**src/sv/sfl_ram.sv**
```systemverilog
`default_nettype none
// ----------------------------------------------------------------------------
// sfl_ram: generic single-write, single-read RAM
// One write port and one read port; the read data is registered.
// ----------------------------------------------------------------------------
module sfl_ram #(
    parameter int WIDTH = 8,
    parameter int DEPTH = 256
) (
    input  wire logic                     clk,
    input  wire logic                     wr_en,
    input  wire logic [$clog2(DEPTH)-1:0] wr_addr,
    input  wire logic [WIDTH-1:0]         wr_data,
    input  wire logic                     rd_en,
    input  wire logic [$clog2(DEPTH)-1:0] rd_addr,
    output logic      [WIDTH-1:0]         rd_data
);

    logic [WIDTH-1:0] mem [DEPTH];

    // Write port
    always_ff @(posedge clk)
    begin
        if (wr_en)
        begin
            mem[wr_addr] <= wr_data;
        end
    end

    // Registered read port
    always_ff @(posedge clk)
    begin
        if (rd_en)
        begin
            rd_data <= mem[rd_addr];
        end
    end

endmodule

`default_nettype wire

```
**config.mk**
```make
export PLATFORM = sky130hd
export DESIGN_NAME = sfl_ram
export DESIGN_NICKNAME = d
export VERILOG_FILES = /design/src/sv/sfl_ram.sv
export SDC_FILE = /design/constraint.sdc
export NUM_CORES = 2
export LEC_CHECK = 0
export ABC_CLOCK_PERIOD_IN_PS = 4000
export BUFFER_PORTS_ARGS = -buffer_cell sky130_fd_sc_hd__buf_2
export CORE_UTILIZATION = 68
export DETAILED_ROUTE_END_ITERATION = 16
export PLACE_DENSITY = 0.81
export SLEW_MARGIN = 40
export SYNTH_ARGS = -nofsm -noshare
export SYNTH_HDL_FRONTEND = slang
export SYNTH_SLANG_ARGS = --single-unit
```
**constraint.sdc**
```tcl
create_clock -name clk -period 4 [get_ports clk]
set_input_delay 0 -clock clk [delete_from_list [all_inputs] [get_ports clk]]
set_output_delay 0 -clock clk [all_outputs]
set_load 0.1 [all_outputs]
```
==> results.py <==
metrics = {
    "die": {
        "num_rows": 125,
        "die_y_um": 344,
        "die_area_um2": 118000,
        "core_area_um2": 116000,
        "io_pins": 35,
        "die_w_um": 344,
        "start_util_pct": 68.5,
    },
    "drt": {
        "wl_per_cell_um": 36.9,
        "drc": 0,
        "vias": 41600,
        "drt-vias-per-instance": 7.44,
        "wl_um": 206000,
        "final_antenna_net_count": 0,
        "first_iter_violations": 7048,
        "dr.pass1.iters": 6,
    },
    "final_layout": {
        "drive_gt1_share_pct": 25.2,
        "syn2layout_area_growth_pct": 11.1,
        "final_cells": 5596,
        "fin_nets": 3931,
        "final_core_util_pct": 76.1,
    },
    "yosys": {
        "postSynthAreaPerCell_um2": 21.3,
        "async_reset_ff_share_pct": 0,
        "ys_types": 54,
        "ys_warn_count": 0,
        "synth_area_leaders": "edfxtp_1, mux4_2, mux2i_1",
        "synthCells": 3733,
        "ys_ff_latch": 2056,
        "syn_nets": 3760,
        "ys_seq_area_share_pct": 77.5,
        "synthesis.area_um2": 79600,
        "synth-main-ff-cell": "edfxtp_1",
        "synth_edf_count": 2056,
        "synth_area_leader_cell": "edfxtp_1",
        "yosysTopAreaCellShare_pct": 77.5,
    },
    "worst_setup_path": {
        "cp-end-kind": "flop",
        "required_ps": 4530,
        "arrival_ps": 3550,
        "crit_type": "flop to flop",
        "crit_start": "mem[241][6]$_DFFE_PP_",
        "crit_path_max_fanout": 1,
        "r2r-start": "mem[241][6]$_DFFE_PP_",
        "critPathLaunchType": "flop",
    },
    "grt": {
        "grt_usage_pct": 35.2,
        "grt_pass1_wl_um": 290000,
        "grt_max_degree": 174,
        "antenna_found_initial": 15,
        "grt_pass1_vias": 41200,
        "grt_overflow": 0,
    },
    "clock_network": {
        "numCtsBuffers": 190,
        "ctsResizeCount": 0,
        "clk_latency_ps": 830,
        "clock-sinks": 2056,
        "cts.clk_slew.worst_paths_ps": 60,
        "htree_levels": 4,
        "root_buffer": "clkbuf_16",
        "cts_tree": "yes",
        "cts_buffer_depth": 3,
    },
    "sta": {
        "timing.fmax_mhz": 331,
        "hold_viol_final": 0,
        "drv_slew": 0,
        "tightest_slew_ps": 1120,
        "final-setup-viol-count": 0,
        "layout_min_cycle_time_ps": 3020,
        "clock_skew_ps": 35.9,
        "setup_tns_ps": 0,
        "rsz0062_at_grt": "false",
        "slew_headroom_pct": 24.9,
        "fin_crit_sh_pct": 75.6,
    },
    "outcome": {
        "status": "complete, no violations",
    },
    "power": {
        "power_density_nw_per_um2": 492,
        "p_leak_nw": 27.3,
        "vdd_ir_drop_max_uv": 522,
    },
    "min_path": {
        "hp-class": "input port to flop",
        "worstHoldStart": "wr_addr[4]",
    },
    "placement": {
        "dp_hpwl_um": 116000,
        "gp_congestion": 0.871,
        "io_buffers": 34,
        "place_inst": 5216,
    },
    "job": {
        "maxCapViolCount": 0,
    },
}
==> worst max-delay path, cell delays in order (launching register included) <==
cell and delay, ps:
edfxtp_1 370, mux4_2 490, a22oi_1 470, a21oi_1 260, nor4_1 830, buf_4 270
nor4_2 50
==> kinds of logic (layout without fill, tap and decap cells) <==
| logic type | after synthesis | in the layout | share of synthesized area, % |
|---|---|---|---|
| buffers and inverters | 235 | 566 | 1.83 |
| AND/OR/NAND/NOR | 466 | 466 | 2.63 |
| AO/OA/AOI/OAI | 385 | 385 | 3.42 |
| multiplexers | 591 | 591 | 14.6 |
| flip-flops | 2056 | 2056 | 77.5 |
| other | 0 | 8 | 0 |
==> state kept, by name, summed over array words and instances (netlist names) <==
name	count
mem	2048
rd_data	8
==> per-stage QoR <==
step                setup WS [ps]  hold slack, ps  power (mW)  cell area [um^2]
floorplan                    1920            98.9        25.5             79600
global placement              216             460        26.4             81900
CTS                          1110            11.9        43.4             88100
finish                        976             132        43.5             88400
detailed placement            556             461        26.4             82100
global route                 1130             104        44.3             88400
==> cell usage in the layout (no fill, tap or decap), drive strengths merged, types with 22 or more instances in the layout <==
| cell type | count |
|---|---|
| mux4 | 456 |
| a22oi | 133 |
| nor2b | 31 |
| nor3 | 22 |
| o22ai | 28 |
| clkbuf | 250 |
| nor4 | 27 |
| clkinv | 88 |
| nand2 | 33 |
| nor2 | 282 |
| edfxtp | 2056 |
| o221ai | 47 |
| a21oi | 96 |
| mux2i | 134 |
| nand3 | 34 |
| buf | 192 |
==> area by class of cell <==
class | count | area, um^2
flip-flops and latches | 2056 | 61700
fillers | 5605 | 27800
multi-input cells | 1442 | 16800
clock buffers | 245 | 4980
repair buffers | 212 | 2090
well taps | 1524 | 1910
clock inverters | 107 | 921
diodes | 8 | 20.0
inverters | 2 | 7.51
==> layer usage <==
metal / share of wire, % / global-route usage (%) / vias to the layer above / routed length, um
met3: 14 / 9.34 / 718 / 29800
li1: - / - / 16000 / -
met1: 32 / 48.1 / 21100 / 67000
met2: 47 / 54.3 / 3735 / 97900
met4: 5.6 / 15.8 / 20 / 11600
met5: 0.067 / 0 / - / 138
==> worst paths after layout <==
check                          end  slack (ps)  depth (start not counted)
min          mem[251][5]$_DFFE_PP_         130                          4
max           rd_data[6]$_DFFE_PP_         980                          6
max reg2reg   rd_data[6]$_DFFE_PP_         980                          6
min reg2reg   rd_data[7]$_DFFE_PP_        1220                          5
==> cell usage after synthesis, types with 31 or more instances <==
library cell / n
edfxtp_1: 2056
nand3_1: 34
o221ai_1: 46
clkbuf_1: 111
nor2_1: 282
a21oi_1: 96
mux2i_1: 134
mux4_2: 454
nand2_1: 33
nor2b_1: 31
buf_2: 31
a22oi_1: 133
==> power by group <==
group | total (mW) | internal, mW | leakage [nW] | switching (mW)
clock network | 17.4 | 9.44 | 2.86 | 7.94
logic | 2.34 | 0.776 | 5.99 | 1.56
registers | 23.8 | 23.8 | 18.5 | 0.0273
==> what timing repair did <==
item | 4_1_cts | 5_1_grt
hold endpoints to repair | 809 | 151
hold buffers | 14 | 1
buffers inserted | 0 | 0
No activity file was read; power rests on OpenSTA's default activity.
